--- src/design/assert_macros.svh ---
// Shared assertion macros for the encoder RTL.
`ifndef ASSERT_MACROS_SVH
`define ASSERT_MACROS_SVH

// The condition must hold at every clock edge outside reset.
`define ASSERT_ALWAYS(lbl, clk, rst, cond, msg) \
  lbl: assert property (@(posedge clk) disable iff (rst) (cond)) else $error(msg);

// The consequent must hold in the cycle after the antecedent.
`define ASSERT_NEXT(lbl, clk, rst, ante, cons, msg) \
  lbl: assert property (@(posedge clk) disable iff (rst) (ante) |=> (cons)) else $error(msg);

`endif

--- src/design/xibe_pkg.sv ---
package xibe_pkg;

  // Request types.
  localparam logic [3:0] OP_MOV      = 4'd0;
  localparam logic [3:0] OP_ADD      = 4'd1;
  localparam logic [3:0] OP_SUB      = 4'd2;
  localparam logic [3:0] OP_MUL      = 4'd3;
  localparam logic [3:0] OP_LOAD     = 4'd4;
  localparam logic [3:0] OP_STORE    = 4'd5;
  localparam logic [3:0] OP_JMP      = 4'd6;
  localparam logic [3:0] OP_JCC      = 4'd7;
  localparam logic [3:0] OP_CALL     = 4'd8;
  localparam logic [3:0] OP_RET      = 4'd9;
  localparam logic [3:0] OP_OTHER    = 4'd10;
  localparam logic [3:0] OP_PROLOGUE = 4'd11;

  // Operand kinds.
  localparam logic [1:0] KIND_IMM  = 2'd0;
  localparam logic [1:0] KIND_REG  = 2'd1;
  localparam logic [1:0] KIND_SLOT = 2'd2;

  // Opcode and prefix bytes.
  localparam logic [7:0] BYTE_REX_W    = 8'h48;
  localparam logic [7:0] BYTE_MOV_IMM  = 8'hB8;
  localparam logic [7:0] BYTE_GRP1_IB  = 8'h83;
  localparam logic [7:0] BYTE_ESC      = 8'h0F;
  localparam logic [7:0] BYTE_IMUL     = 8'hAF;
  localparam logic [7:0] BYTE_MOV_LOAD = 8'h8B;
  localparam logic [7:0] BYTE_MOV_ST   = 8'h89;
  localparam logic [7:0] BYTE_ADD_RR   = 8'h01;
  localparam logic [7:0] BYTE_SUB_RR   = 8'h29;
  localparam logic [7:0] BYTE_JMP      = 8'hE9;
  localparam logic [7:0] BYTE_JNE      = 8'h85;
  localparam logic [7:0] BYTE_CALL     = 8'hE8;
  localparam logic [7:0] BYTE_LEAVE    = 8'hC9;
  localparam logic [7:0] BYTE_RET      = 8'hC3;
  localparam logic [7:0] BYTE_NOP      = 8'h90;
  localparam logic [7:0] BYTE_PUSH_RBP = 8'h55;
  localparam logic [7:0] BYTE_MODRM_BP = 8'hE5;

  localparam logic [1:0] MOD_DISP8  = 2'd1;
  localparam logic [1:0] MOD_DISP32 = 2'd2;
  localparam logic [1:0] MOD_REG    = 2'd3;
  localparam logic [2:0] RM_RBP     = 3'd5;
  localparam logic [2:0] EXT_ADD    = 3'd0;
  localparam logic [2:0] EXT_SUB    = 3'd5;
  localparam logic [2:0] REG_RAX    = 3'd0;

  localparam int unsigned MAX_BYTES = 7;

  typedef struct packed {
    logic [3:0]         req_type;
    logic [1:0]         operand_count;
    logic [1:0]         source_kind;
    logic [2:0]         dest_reg;
    logic [2:0]         src_reg;
    logic signed [31:0] immediate;
    logic [15:0]        slot_index;
  } req_t;

  typedef struct packed {
    logic [7:0]  code_byte;
    logic [31:0] byte_position;
    logic        reloc_start;
    logic        last;
  } rsp_t;

  // One encoded instruction as it travels from front to back.
  typedef struct packed {
    logic [2:0]                 len;
    logic [MAX_BYTES-1:0]       rel;
    logic [MAX_BYTES-1:0][7:0]  bytes;
  } enc_t;

  function automatic logic [7:0] modrm(logic [1:0] mode, logic [2:0] rg, logic [2:0] rmf);
    modrm = {mode, rg, rmf};
  endfunction

endpackage

--- src/design/x86_instruction_byte_encoder_top.sv ---
// Channel | Handshake             | Payload          | Moves
// req     | req_valid, req_ready  | xibe_pkg::req_t  | one instruction in
// rsp     | rsp_valid, rsp_ready  | xibe_pkg::rsp_t  | one code byte out
//
// Each instruction produces one to seven bytes, one byte per cycle from the
// back end's output register whenever rsp is not stalled.
// Requests that encode to nothing are dropped in the front stage and emit no byte.
// A QUEUE_DEPTH-entry queue (two by default) sits between encoder and byte sequencer.
// Synchronous reset clears the byte offset to zero and empties every stage.
// A stalled rsp holds its byte; requests are taken until queue and front stage fill.
module x86_instruction_byte_encoder_top #(
  parameter int unsigned QUEUE_DEPTH = 2
) (
  input  logic            clk,
  input  logic            rst,
  input  logic            req_valid,
  output logic            req_ready,
  input  xibe_pkg::req_t  req,
  output logic            rsp_valid,
  input  logic            rsp_ready,
  output xibe_pkg::rsp_t  rsp
);

  logic           f_valid;
  logic           f_ready;
  xibe_pkg::enc_t f_enc;
  logic           q_valid;
  logic           q_ready;
  xibe_pkg::enc_t q_enc;

  xibe_front u_front (
    .clk       (clk),
    .rst       (rst),
    .req_valid (req_valid),
    .req_ready (req_ready),
    .req       (req),
    .enc_valid (f_valid),
    .enc_ready (f_ready),
    .enc       (f_enc)
  );

  xibe_queue #(
    .DEPTH (QUEUE_DEPTH)
  ) u_queue (
    .clk        (clk),
    .rst        (rst),
    .push_valid (f_valid),
    .push_ready (f_ready),
    .push_data  (f_enc),
    .pop_valid  (q_valid),
    .pop_ready  (q_ready),
    .pop_data   (q_enc)
  );

  xibe_back u_back (
    .clk       (clk),
    .rst       (rst),
    .enc_valid (q_valid),
    .enc_ready (q_ready),
    .enc       (q_enc),
    .rsp_valid (rsp_valid),
    .rsp_ready (rsp_ready),
    .rsp       (rsp)
  );

endmodule

--- src/design/xibe_front.sv ---
`include "assert_macros.svh"

module xibe_front (
  input  logic            clk,
  input  logic            rst,
  input  logic            req_valid,
  output logic            req_ready,
  input  xibe_pkg::req_t  req,
  output logic            enc_valid,
  input  logic            enc_ready,
  output xibe_pkg::enc_t  enc
);

  xibe_pkg::enc_t enc_next;
  logic           stage_valid;
  logic [19:0]    slot_off;
  logic [31:0]    disp;
  logic           short_disp;
  logic           cnt_any;
  logic           cnt_two;
  logic [2:0]     slot_reg;

  assign cnt_any    = (req.operand_count != 2'd0);
  assign cnt_two    = req.operand_count[1];
  assign slot_off   = {(17'(req.slot_index) + 17'd1), 3'b000};
  assign disp       = 32'd0 - 32'(slot_off);
  assign short_disp = (slot_off <= 20'd127);
  assign slot_reg   = (req.req_type == xibe_pkg::OP_LOAD) ? req.dest_reg : req.src_reg;

  always_comb begin
    enc_next = '0;
    case (req.req_type)
      xibe_pkg::OP_MOV: begin
        if (cnt_any && req.source_kind == xibe_pkg::KIND_IMM) begin
          enc_next.bytes[0] = xibe_pkg::BYTE_MOV_IMM + {5'd0, req.dest_reg};
          enc_next.bytes[1] = req.immediate[7:0];
          enc_next.bytes[2] = req.immediate[15:8];
          enc_next.bytes[3] = req.immediate[23:16];
          enc_next.bytes[4] = req.immediate[31:24];
          enc_next.len      = 3'd5;
        end else if (cnt_any && req.source_kind == xibe_pkg::KIND_REG) begin
          enc_next.bytes[0] = xibe_pkg::BYTE_REX_W;
          enc_next.bytes[1] = xibe_pkg::BYTE_MOV_ST;
          enc_next.bytes[2] = xibe_pkg::modrm(xibe_pkg::MOD_REG, req.src_reg, req.dest_reg);
          enc_next.len      = 3'd3;
        end
      end
      xibe_pkg::OP_ADD, xibe_pkg::OP_SUB: begin
        if (cnt_two && req.source_kind == xibe_pkg::KIND_IMM) begin
          enc_next.bytes[0] = xibe_pkg::BYTE_GRP1_IB;
          enc_next.bytes[1] = xibe_pkg::modrm(xibe_pkg::MOD_REG,
              (req.req_type == xibe_pkg::OP_ADD) ? xibe_pkg::EXT_ADD : xibe_pkg::EXT_SUB,
              req.dest_reg);
          enc_next.bytes[2] = req.immediate[7:0];
          enc_next.len      = 3'd3;
        end else if (cnt_two && req.source_kind == xibe_pkg::KIND_REG) begin
          enc_next.bytes[0] = xibe_pkg::BYTE_REX_W;
          enc_next.bytes[1] = (req.req_type == xibe_pkg::OP_ADD) ?
                              xibe_pkg::BYTE_ADD_RR : xibe_pkg::BYTE_SUB_RR;
          enc_next.bytes[2] = xibe_pkg::modrm(xibe_pkg::MOD_REG, req.src_reg, req.dest_reg);
          enc_next.len      = 3'd3;
        end
      end
      xibe_pkg::OP_MUL: begin
        if (cnt_any) begin
          enc_next.bytes[0] = xibe_pkg::BYTE_REX_W;
          enc_next.bytes[1] = xibe_pkg::BYTE_ESC;
          enc_next.bytes[2] = xibe_pkg::BYTE_IMUL;
          enc_next.bytes[3] = xibe_pkg::modrm(xibe_pkg::MOD_REG, req.src_reg, xibe_pkg::REG_RAX);
          enc_next.len      = 3'd4;
        end
      end
      xibe_pkg::OP_LOAD, xibe_pkg::OP_STORE: begin
        // Load needs an operand, store two; both address [rbp - 8*(slot_index+1)].
        if (((req.req_type == xibe_pkg::OP_LOAD) ? cnt_any : cnt_two) &&
            req.source_kind == xibe_pkg::KIND_SLOT) begin
          enc_next.bytes[0] = xibe_pkg::BYTE_REX_W;
          enc_next.bytes[1] = (req.req_type == xibe_pkg::OP_LOAD) ?
                              xibe_pkg::BYTE_MOV_LOAD : xibe_pkg::BYTE_MOV_ST;
          if (short_disp) begin
            enc_next.bytes[2] = xibe_pkg::modrm(xibe_pkg::MOD_DISP8, slot_reg, xibe_pkg::RM_RBP);
            enc_next.bytes[3] = disp[7:0];
            enc_next.len      = 3'd4;
          end else begin
            enc_next.bytes[2] = xibe_pkg::modrm(xibe_pkg::MOD_DISP32, slot_reg, xibe_pkg::RM_RBP);
            enc_next.bytes[3] = disp[7:0];
            enc_next.bytes[4] = disp[15:8];
            enc_next.bytes[5] = disp[23:16];
            enc_next.bytes[6] = disp[31:24];
            enc_next.len      = 3'd7;
          end
        end
      end
      xibe_pkg::OP_JMP, xibe_pkg::OP_CALL: begin
        if (cnt_any) begin
          enc_next.bytes[0] = (req.req_type == xibe_pkg::OP_JMP) ?
                              xibe_pkg::BYTE_JMP : xibe_pkg::BYTE_CALL;
          enc_next.rel[1]   = 1'b1;
          enc_next.len      = 3'd5;
        end
      end
      xibe_pkg::OP_JCC: begin
        if (cnt_any) begin
          enc_next.bytes[0] = xibe_pkg::BYTE_ESC;
          enc_next.bytes[1] = xibe_pkg::BYTE_JNE;
          enc_next.rel[2]   = 1'b1;
          enc_next.len      = 3'd6;
        end
      end
      xibe_pkg::OP_RET: begin
        enc_next.bytes[0] = xibe_pkg::BYTE_LEAVE;
        enc_next.bytes[1] = xibe_pkg::BYTE_RET;
        enc_next.len      = 3'd2;
      end
      xibe_pkg::OP_PROLOGUE: begin
        enc_next.bytes[0] = xibe_pkg::BYTE_PUSH_RBP;
        enc_next.bytes[1] = xibe_pkg::BYTE_REX_W;
        enc_next.bytes[2] = xibe_pkg::BYTE_MOV_ST;
        enc_next.bytes[3] = xibe_pkg::BYTE_MODRM_BP;
        enc_next.len      = 3'd4;
      end
      default: begin
        enc_next.bytes[0] = xibe_pkg::BYTE_NOP;
        enc_next.len      = 3'd1;
      end
    endcase
  end

  assign req_ready = !stage_valid || enc_ready;
  assign enc_valid = stage_valid;

  // Requests that encode to nothing are dropped here and never reach the queue.
  always_ff @(posedge clk) begin
    if (rst) begin
      stage_valid <= 1'b0;
    end else if (req_ready) begin
      stage_valid <= req_valid && (enc_next.len != 3'd0);
    end
  end

  always_ff @(posedge clk) begin
    if (req_ready && req_valid) begin
      enc <= enc_next;
    end
  end

  `ASSERT_ALWAYS(a_front_nonempty, clk, rst, !stage_valid || (enc.len != 3'd0), "empty encoding staged")

endmodule

--- src/design/xibe_queue.sv ---
`include "assert_macros.svh"

module xibe_queue #(
  parameter int unsigned DEPTH = 2
) (
  input  logic            clk,
  input  logic            rst,
  input  logic            push_valid,
  output logic            push_ready,
  input  xibe_pkg::enc_t  push_data,
  output logic            pop_valid,
  input  logic            pop_ready,
  output xibe_pkg::enc_t  pop_data
);

  localparam int unsigned PTR_W = (DEPTH > 1) ? $clog2(DEPTH) : 1;
  localparam int unsigned CNT_W = $clog2(DEPTH + 1);

  xibe_pkg::enc_t     mem [DEPTH];
  logic [PTR_W-1:0]   wr_ptr;
  logic [PTR_W-1:0]   rd_ptr;
  logic [CNT_W-1:0]   count;
  logic               push;
  logic               pop;

  assign push_ready = (count != CNT_W'(DEPTH));
  assign pop_valid  = (count != '0);
  assign push       = push_valid && push_ready;
  assign pop        = pop_valid && pop_ready;
  assign pop_data   = mem[rd_ptr];

  always_ff @(posedge clk) begin
    if (push) begin
      mem[wr_ptr] <= push_data;
    end
  end

  always_ff @(posedge clk) begin
    if (rst) begin
      wr_ptr <= '0;
      rd_ptr <= '0;
      count  <= '0;
    end else begin
      if (push) begin
        wr_ptr <= (wr_ptr == PTR_W'(DEPTH - 1)) ? '0 : wr_ptr + PTR_W'(1);
      end
      if (pop) begin
        rd_ptr <= (rd_ptr == PTR_W'(DEPTH - 1)) ? '0 : rd_ptr + PTR_W'(1);
      end
      if (push && !pop) begin
        count <= count + CNT_W'(1);
      end else if (pop && !push) begin
        count <= count - CNT_W'(1);
      end
    end
  end

  `ASSERT_ALWAYS(a_queue_bound, clk, rst, count <= CNT_W'(DEPTH), "queue count overflow")

endmodule

--- src/design/xibe_back.sv ---
`include "assert_macros.svh"

module xibe_back (
  input  logic            clk,
  input  logic            rst,
  input  logic            enc_valid,
  output logic            enc_ready,
  input  xibe_pkg::enc_t  enc,
  output logic            rsp_valid,
  input  logic            rsp_ready,
  output xibe_pkg::rsp_t  rsp
);

  logic [2:0]  idx;
  logic [31:0] offset;
  logic        load;
  logic        at_last;

  assign load      = enc_valid && (!rsp_valid || rsp_ready);
  assign at_last   = (idx == enc.len - 3'd1);
  assign enc_ready = load && at_last;

  always_ff @(posedge clk) begin
    if (rst) begin
      idx       <= '0;
      offset    <= '0;
      rsp_valid <= 1'b0;
    end else begin
      if (load) begin
        idx       <= at_last ? 3'd0 : idx + 3'd1;
        offset    <= offset + 32'd1;
        rsp_valid <= 1'b1;
      end else if (rsp_ready) begin
        rsp_valid <= 1'b0;
      end
    end
  end

  always_ff @(posedge clk) begin
    if (load) begin
      rsp.code_byte     <= enc.bytes[idx];
      rsp.byte_position <= offset;
      rsp.reloc_start   <= enc.rel[idx];
      rsp.last          <= at_last;
    end
  end

  `ASSERT_ALWAYS(a_back_idx, clk, rst, !enc_valid || (idx < enc.len), "byte index past encoding")
  `ASSERT_NEXT(a_back_pos, clk, rst, load,
               rsp_valid && (rsp.byte_position + 32'd1 == offset), "byte position out of step")

endmodule

--- config.mk ---
export PLATFORM = sky130hd
export DESIGN_NAME = x86_instruction_byte_encoder_top
export DESIGN_NICKNAME = d
export VERILOG_FILES = /design/src/design/xibe_pkg.sv /design/src/design/x86_instruction_byte_encoder_top.sv /design/src/design/xibe_front.sv /design/src/design/xibe_queue.sv /design/src/design/xibe_back.sv
export VERILOG_INCLUDE_DIRS = /design/src /design/src/design
export SDC_FILE = /design/constraint.sdc
export NUM_CORES = 1
export LEC_CHECK = 0
export BUFFER_PORTS_ARGS = -buffer_cell sky130_fd_sc_hd__clkbuf_2
export CAP_MARGIN = 15
export CORE_UTILIZATION = 40
export DETAILED_ROUTE_END_ITERATION = 6
export PLACE_DENSITY = 0.59
export SLEW_MARGIN = 15
export SYNTH_ARGS = -nofsm -noshare
export SYNTH_HDL_FRONTEND = slang
export SYNTH_HIERARCHICAL = 1
export SYNTH_SLANG_ARGS = --single-unit
--- constraint.sdc ---
create_clock -name clk -period 8.03 [get_ports clk]
set_input_delay 1.606 -clock clk [delete_from_list [all_inputs] [get_ports clk]]
set_output_delay 1.606 -clock clk [all_outputs]
set_load 0.02 [all_outputs]
==> results of run 1 <==
[sequential cells by signal, summed over array words and instances (netlist names), named ones only]
signal / count
u_queue/mem: 132
u_front/enc: 50
u_back/rsp: 42
u_back/offset: 32
u_back/idx: 3
u_queue/count: 2
u_back/rsp_valid: 1
u_front/enc_valid: 1
u_queue/rd_ptr: 1
u_queue/wr_ptr: 1
[synth_stat cells, types with 5 or more instances]
cell	count	area [µm²]
mux2_2	68	766
a21oi_1	46	230
nor3_1	11	55.1
dfxtp_1	42	841
and3_1	7	43.8
xnor2_1	35	307
ha_1	5	62.6
nand2b_1	6	37.5
nand2_1	63	236
o21ai_0	31	155
a221o_1	5	50.1
mux2i_1	13	130
nor4_1	15	93.8
and2_1	5	31.3
buf_4	20	150
inv_1	18	67.6
nor2_1	75	282
or3_1	12	75.1
nor2b_1	5	31.3
clkbuf_1	16	60.1
nand4_1	18	113
xor2_1	14	123
edfxtp_1	224	6730
buf_2	5	25.0
mux4_2	9	203
nand3_1	25	125
[cell families (layout without fill, tap and decap cells)]
family,count (synthesis),count (layout),synth area share
xor+xnor,49,49,0.0366
buf+inv,70,185,0.0325
flops,266,266,0.646
simple gates,280,280,0.126
fa+ha+maj,5,5,0.00534
mux,90,90,0.0937
compound gates,115,115,0.0602
other cells,1,5,0.000320
[power by group through the flow]
stage | clock (mW) | sequential [mW] | combinational, mW
2_1_floorplan | 0 | 1.68 | 0.167
3_3_place_gp | 0 | 1.65 | 0.299
3_5_place_dp | 0 | 1.65 | 0.301
4_1_cts | 1.31 | 1.62 | 0.302
5_1_grt | 1.36 | 1.62 | 0.326
6_report | 1.27 | 1.62 | 0.297
[cell usage in the layout (no fill, tap or decap), types with 11 or more instances in the layout]
cell type / Yosys / final
nand4_1: 18 / 18
nand2_1: 63 / 63
edfxtp_1: 224 / 224
nand3_1: 25 / 25
mux2_2: 68 / 68
dfxtp_1: 42 / 41
clkbuf_16: 0 / 28
or3_1: 12 / 12
nor4_1: 15 / 14
clkbuf_2: 1 / 109
a21oi_1: 46 / 46
inv_1: 18 / 17
o21ai_0: 31 / 31
mux2i_1: 13 / 13
xnor2_1: 35 / 35
nor3_1: 11 / 11
nor2_1: 75 / 75
xor2_1: 14 / 14
[through the flow]
| step | area, µm² | setup WS, ps | instances | util |
|---|---|---|---|---|
| 2_1_floorplan | 11700 | 4160 | 880 | - |
| 3_3_place_gp | 12500 | 3650 | 1331 | 0.435 |
| 3_5_place_dp | 12500 | 3590 | 1331 | 0.435 |
| 4_1_cts | 13400 | 4130 | 1379 | 0.467 |
| 5_1_grt | 13400 | 3870 | 1379 | 0.467 |
| 6_report | 13400 | 4100 | 1379 | 0.467 |
[worst min-delay path by stage]
stage | from | endpoint | cells past startpoint
after floorplan | u_front/enc[0] | u_queue/mem[0][0] | 0
after global placement | u_front/enc[19] | u_queue/mem[0][19] | 0
after detailed placement | u_front/enc[57] | u_queue/mem[1][57] | 0
after CTS | u_front/enc[17] | u_queue/mem[1][17] | 0
after global routing | u_front/enc[58] | u_queue/mem[0][58] | 0
final | u_front/enc[57] | u_queue/mem[1][57] | 0
[worst reg2reg max path, cell delays in order, from the launching register on]
cell	delay [ps]
dfxtp_2	310
buf_4	690
mux2_2	460
inv_1	60
ha_1	230
xnor2_1	150
nor4_1	330
o21ai_0	230
ha_1	360
or3_1	360
a21oi_1	140
[area by class of cell]
type	count	area, µm²	share of cell area
flip-flops and latches	266	7570	0.563
clock buffers	36	741	0.0551
repair buffers	118	613	0.0456
multi-input cells	544	3790	0.282
well taps	384	480	0.0358
clock inverters	12	168	0.0125
inverters	19	71.3	0.00531
[layer usage]
| layer | track usage | share of wire | up-vias |
|---|---|---|---|
| met4 | 0.0406 | 0.015 | 0 |
| met1 | 0.214 | 0.46 | 3434 |
| met5 | 0 | 0 | - |
| met2 | 0.255 | 0.47 | 207 |
| li1 | - | - | 3471 |
| met3 | 0.0266 | 0.052 | 23 |
==> metrics, run 1 <==
Detail Route Antenna Nets=0; Worst path depth=8; area added between synthesis and finish=14.7%; share of cells above drive strength 1=0.260; CP Capture Point=u_front/enc[40]; Critical Path Max Stage Delay=530 ps; cell area after synthesis=11,700 µm²; die height=roughly 170 µm; Synth async-reset ratio=0; RSZ-0062 raised after global routing=false; dpl hpwl=15.5 mm; Vias=approximately 7,100; clk buf depth=3; Via density=roughly 5.2; core box area=28,800 µm²; Switching Power=715 µW; fin crit share=0.489; Final Net Count=between 1,000 and 1,500; GP Congestion=0.855; total track usage=0.155; launch point of the worst path=req[2]; PnR Total Power=3.18 mW; Filler cells=2,637; skew final=10.3 ps; final wirelength=23.5 mm; Detailed Route Iter0 Violations=506; pin count of the biggest net entering global routing=67; die width=approximately 170 µm; flops & latches, synth=266; Hold Buf Count CTS=0; Synth Area per Inst=13.4 µm²; clock insertion delay at the later pin of the skew report=around 520 ps; Syn Inst Count=876; Worst VDD drop=~0.14 mV; CTS Buf Count=26; CP Data Arrival Time=4200 ps; Data required, critical path=8300 ps; # resized after CTS=0; initial antenna violation count=0; Comb power frac=0.093; switching fraction of total power=0.225; fin crit period=3930 ps; Wirelength per Cell=17.0 µm; fin. max-slew vios=0; first-pass GRT wire length=37.0 mm; relative slew slack=0.327; critical path fanouts, max=16; Setup TNS=0 ps; worst r2r dst=u_queue/count[1]; DRC=0; Hold WS=446 ps; R2R Setup Slk=4630 ps; post-synthesis sequential area ratio=0.646; antenna cells=0; H-tree levels=1; count of final setup violators=0; grt ovf=0; synth warn=6; Static Leak=between 4 and 5 nW; # Post-CTS Setup Buffers=0; Pre-Repair DR Iteration Count=5; crit path cell chain=clkbuf_2 -> nand3_2 -> nor4_4 -> mux2_2 -> a2111oi_1 -> a21o_1 -> or2_1 -> mux2i_1; vias in the first global route=between 6,000 and 7,000; Max Cap Viol=0; hold crit path type=flop to flop; outcome=finished clean; TritonCTS clock tree=yes; Fmax=254 MHz; I/O pins=110; die area=approximately 30,000 µm²; CTS clk-pin slew, worst paths=60 ps; clk root buf=clkbuf_16; Post-synth EDFFs=224; Initial Utilization=0.407; Seq pwr share=0.508; CP Capture Type=flop; CP max-delay cell=a21o_1; CP top delay family=compound AO/OA/AOI/OAI gates; worst reg-to-reg path cell count=10; clock sink count=between 200 and 300; worst path bufs/invs=1; Int Power=2.47 mW; Fin. Hold Viols=0; Critical Path Start Type=input port; most used flip-flop cell after synthesis=edfxtp_1; Slew @ Worst Pin=1010 ps; WS Path Type=input port to flop; Synth cell types=a little over 70; port buffer count=109; Clk network pwr share=0.399; Core Rows=between 60 and 70; PwrDens=roughly 240 nW/µm²
(Power assumes the default switching activity.)
==> run 2, diff against run 1 <==
- clock period: 8.03 -> 4 ns (I/O delays scaled with it)
==> run 2 against run 1 <==
Effect of this change:
- final area rose by 0.67%
- power rose by 100%
- worst setup slack got worse by 3100 ps
- cell count rose by 0.65%
- non-clock buffer count rose by 5
==> metrics, run 2 (synthesis gave the netlist of run 1 again) <==
hold crit path type=flop to flop; die width=173 µm; Slew @ Worst Pin=910 ps; Pre-Repair DR Iteration Count=5; Worst VDD drop=0.355 mV; Critical Path Start Type=input port; CTS clk-pin slew, worst paths=60 ps; die area=30,000 µm²; fin. max-slew vios=0; Static Leak=roughly 4.8 nW; hold path startpoint=u_front/enc[14]; outcome=finished clean; Hold Buf Count CTS=0; R2R Setup Slk=1230 ps; final wirelength=23.6 mm; clock insertion delay at the later pin of the skew report=between 500 and 600 ps; pin count of the biggest net entering global routing=67; PwrDens=roughly 480 nW/µm²; Max Cap Viol=0; CP top delay family=compound AO/OA/AOI/OAI gates; grt ovf=0; RSZ-0062 raised after global routing=false; setup ws final=1050 ps; fin crit period=2950 ps; launch point of the worst path=req[2]; CTS Buf Count=28; area post-placement=12,600 µm²; relative slew slack=0.393; clk buf depth=3; TritonCTS clock tree=yes; Vias=7,133; Hold Path Sink=u_queue/mem[1][14]; Fin. Hold Viols=0; Setup TNS=0 ps; fin crit share=0.739; H-tree levels=1; GP Congestion=0.861; largest registers=u_queue/mem (132), u_front/enc (50), u_back/rsp (42); Largest Register=u_queue/mem; CP Capture Type=flop; Hold Path Stages=0; Design Area, Final=approximately 14,000 µm²; # Post-CTS Setup Buffers=0; Detail Route Antenna Nets=0; Detailed Route Iter0 Violations=444; skew final=slightly below 20 ps; worst path bufs/invs=2; Initial Utilization=0.407; first-pass GRT wire length=38.0 mm; vias in the first global route=about 7,100; Wirelength per Cell=approximately 17 µm; area added between synthesis and finish=15.4%; DRC=0; Fmax=338 MHz; Filler cells=2,631; Core Rows=62; most frequent cells in the layout=edfxtp_1, clkbuf_2, nor2_1; Final Util=0.470; critical path fanouts, max=13; Data required, critical path=4260 ps; count of final setup violators=0; WS Path Type=input port to flop; CP Data Arrival Time=3220 ps; most common cell after layout, fill and taps aside=edfxtp_1; worst r2r dst=u_queue/count[1]; pre-CTS setup slack=518 ps; # resized after CTS=0; antenna cells=0; dpl hpwl=16.0 mm; share of cells above drive strength 1=0.274; max FFs per register=132; total track usage=0.158; Final Net Count=~1,100; worst reg-to-reg path cell count=9; core box area=28,800 µm²; I/O pins=between 100 and 150; port buffer count=between 100 and 150; clock sink count=266; die height=173 µm; crit path cell chain=clkbuf_2 -> nand3_2 -> nor4_4 -> mux2_2 -> a2111oi_1 -> a21o_1 -> buf_4 -> o21ai_0; Critical Path Max Stage Delay=about 480 ps; clk root buf=clkbuf_16; initial antenna violation count=1; CP max-delay cell=a2111oi_1; Via density=5.14
==> run 2: changes by cell type in the layout (fill, tap and decap cells not counted) <==
cell,delta
clkinv_1,-2
clkbuf_1,-5
clkbuf_16,+4
buf_4,+5
clkinv_2,+10
bufinv_16,-2
inv_8,-1
==> run 2: area by class of cell <==
class	count	area [µm²]	share of cell area
Sequential cell	266	7570	0.560
Clock inverter	17	139	0.0103
Clock buffer	35	822	0.0608
Inverter	19	71.3	0.00527
Multi-Input combinational cell	544	3790	0.281
Tap cell	384	480	0.0355
Timing Repair Buffer	123	651	0.0481
==> run 2: metrics by stage <==
stage / power (mW) / cells / hold WS [ps]
floorplan: 3.70 / 880 / 421
global placement: 3.91 / 1336 / 422
detailed placement: 3.92 / 1336 / 431
CTS: 6.53 / 1388 / 447
global route: 6.70 / 1388 / 449
finish: 6.45 / 1388 / 442
==> run 2: per-layer routing <==
metal / wire length, µm / track usage / vias to the layer above
met5: 0 / 0 / -
met4: 434 / 0.0435 / 0
met3: 1210 / 0.0244 / 35
met2: 11100 / 0.263 / 200
met1: 10900 / 0.216 / 3419
li1: - / - / 3479
==> run 2: worst max path at each step <==
stage,endpoint,slack [ps],cells after the start
after global placement,u_front/enc[33],570,8
after detailed placement,u_front/enc[37],520,8
after CTS,u_front/enc[35],1070,8
after floorplan,u_front/enc[23],930,8
final,u_front/enc[33],1050,8
after global routing,u_front/enc[33],860,8
==> run 2: worst register-to-register path, delay by kind of cell (launching register included) <==
| kind | cells | cell delay (ps) |
|---|---|---|
| fa+ha+maj | 1 | 350 |
| buf+inv | 1 | 380 |
| compound gates | 2 | 340 |
| xor+xnor | 2 | 260 |
| flops | 1 | 360 |
| simple gates | 2 | 580 |
| mux | 1 | 400 |
==> run 2: power breakdown <==
part           internal (mW)  leakage (nW)  switching, mW
combinational          0.215          1.83          0.376
sequential              3.19          2.46         0.0668
clock                   1.58         0.481           1.02
total                   4.99          4.77           1.47
==> run 3, diff against run 2 <==
- PLACE_DENSITY: 0.59 -> 0.61
- clock period: 4 -> 2.65 ns (I/O delays scaled with it)
==> run 3 against run 2 <==
Effect of this change:
- combinational power up 63%
- die area unchanged
- via count up 0.97%
- power up 50%
- critical path depth down 3
==> metrics, run 3 (synthesis gave the netlist of run 1 again) <==
Pre-Repair DR Iteration Count=5; Hold Buf Count CTS=0; vias in the first global route=~7,100; pin count of the biggest net entering global routing=64; Comb power frac=0.100; count of final setup violators=0; switching fraction of total power=0.222; crit path cell chain=buf_4 -> mux2_2 -> mux4_2 -> nor2_1 -> a21oi_1; Max Cap Viol=0; Critical Path Max Stage Delay=between 600 and 700 ps; final wirelength=23.5 mm; placed instance count=between 1,000 and 1,500; Slew @ Worst Pin=874 ps; area occupied by multi-input gates=between 3000 and 4000 µm²; antenna cells=0; clock insertion delay at the later pin of the skew report=520 ps; DRC=0; die area=30,000 µm²; CP Capture Type=flop; critical path fanouts, max=63; first-pass GRT wire length=37.8 mm; Wirelength per Cell=between 15 and 20 µm; Critical Path Start Type=flop; fin crit share=0.928; most common cell after layout, fill and taps aside=edfxtp_1; CTS clk-pin slew, worst paths=around 60 ps; grt ovf=0; largest registers=u_queue/mem (132), u_front/enc (50), u_back/rsp (42); Int Power=7.53 mW; clk root buf=clkbuf_16; max FFs per register=132; share of cells above drive strength 1=0.299; Switching Power=around 2.2 mW; port buffer count=109; die height=173 µm; RSZ-0062 raised after global routing=false; Final Util=0.482; clock sink count=266; fin. max-slew vios=0; PwrDens=699 nW/µm²; area added between synthesis and finish=18.3%; outcome=finished clean; Final Net Count=1,096; Initial Utilization=0.407; Hold WS=292 ps; most frequent cells in the layout=edfxtp_1, clkbuf_2, nor2_1; skew final=10.9 ps; fin crit period=2460 ps; Via density=5.04; Fin. Hold Viols=0; Fmax=between 400 and 500 MHz; TritonCTS clock tree=yes; I/O pins=110; final std cells w/o fill=approximately 1,400; WS Path Type=flop to flop; CTS Buf Count=27; CP Data Arrival Time=2700 ps; Data required, critical path=2890 ps; Worst VDD drop=0.412 mV; CP max-delay cell=buf_4; Largest Register=u_queue/mem; dpl hpwl=16.4 mm; Clk network pwr share=0.394; die width=173 µm; Vias=7,202; core box area=roughly 29,000 µm²; relative slew slack=0.418; H-tree levels=1; Detailed Route Iter0 Violations=505; clk buf depth=3; hold crit path type=input port to flop; Filler cells=2,570; Register Area=7570 µm²; # Post-CTS Setup Buffers=0; Seq pwr share=0.506; total track usage=0.158; Setup TNS=0 ps; initial antenna violation count=0; GP Congestion=0.853; Core Rows=62; Detail Route Antenna Nets=0; Static Leak=4.96 nW
## run 3: metrics by stage
stage / cell area, µm² / setup WS, ps / power [mW]
global placement: 13000 / -16.7 / 5.96
floorplan: 11700 / 36.2 / 5.58
detailed placement: 13000 / -50.7 / 5.97
global route: 13900 / 3.86 / 10.1
finish: 13900 / 191 / 9.69
CTS: 13900 / 26.8 / 9.80
## run 3: layout make-up
| cell class | instances | share of cell area |
|---|---|---|
| tap | 384 | 0.0347 |
| clock buffer | 33 | 0.0504 |
| clock inverter | 16 | 0.0146 |
| sequential | 266 | 0.546 |
| timing repair buffer | 167 | 0.0744 |
| multi-input combinational | 544 | 0.275 |
| inverter | 19 | 0.00523 |
## run 3: final timing paths
kind / from / endpoint / slack [ps] / depth (start not counted)
min: req[44] / u_front/enc[36] / 290 / 3
max reg2reg: flop / u_back/rsp[37] / 190 / 5
max: flop / u_back/rsp[37] / 190 / 5
min reg2reg: u_front/enc[3] / u_queue/mem[0][3] / 440 / 0
## run 3: what timing repair did
action                                  4_1_cts  5_1_grt
endpoints found under the setup margin        0        1
hold endpoints to repair                      0        0
resized for setup                             0        3
## run 3: routing by layer
| layer | track usage | share of wire |
|---|---|---|
| met1 | 0.221 | 0.47 |
| met2 | 0.262 | 0.47 |
| met3 | 0.0253 | 0.043 |
| met4 | 0.0284 | 0.012 |
| met5 | 0 | 0 |
## run 3: power groups by stage
stage	Sequential (mW)	Combinational, mW	Clock, mW
6_report	4.90	0.965	3.82
5_1_grt	4.92	1.06	4.09
4_1_cts	4.91	0.978	3.92
3_5_place_dp	5.00	0.974	0
3_3_place_gp	4.98	0.971	0
2_1_floorplan	5.08	0.508	0
## run 3: worst max-delay path, delay by kind of cell, from the launching register on
kind	cells	cell delay [ps]
flip-flops	1	360
AO/OA/AOI/OAI	1	80
multiplexers	2	910
AND/OR/NAND/NOR	1	100
buffers and inverters	1	670
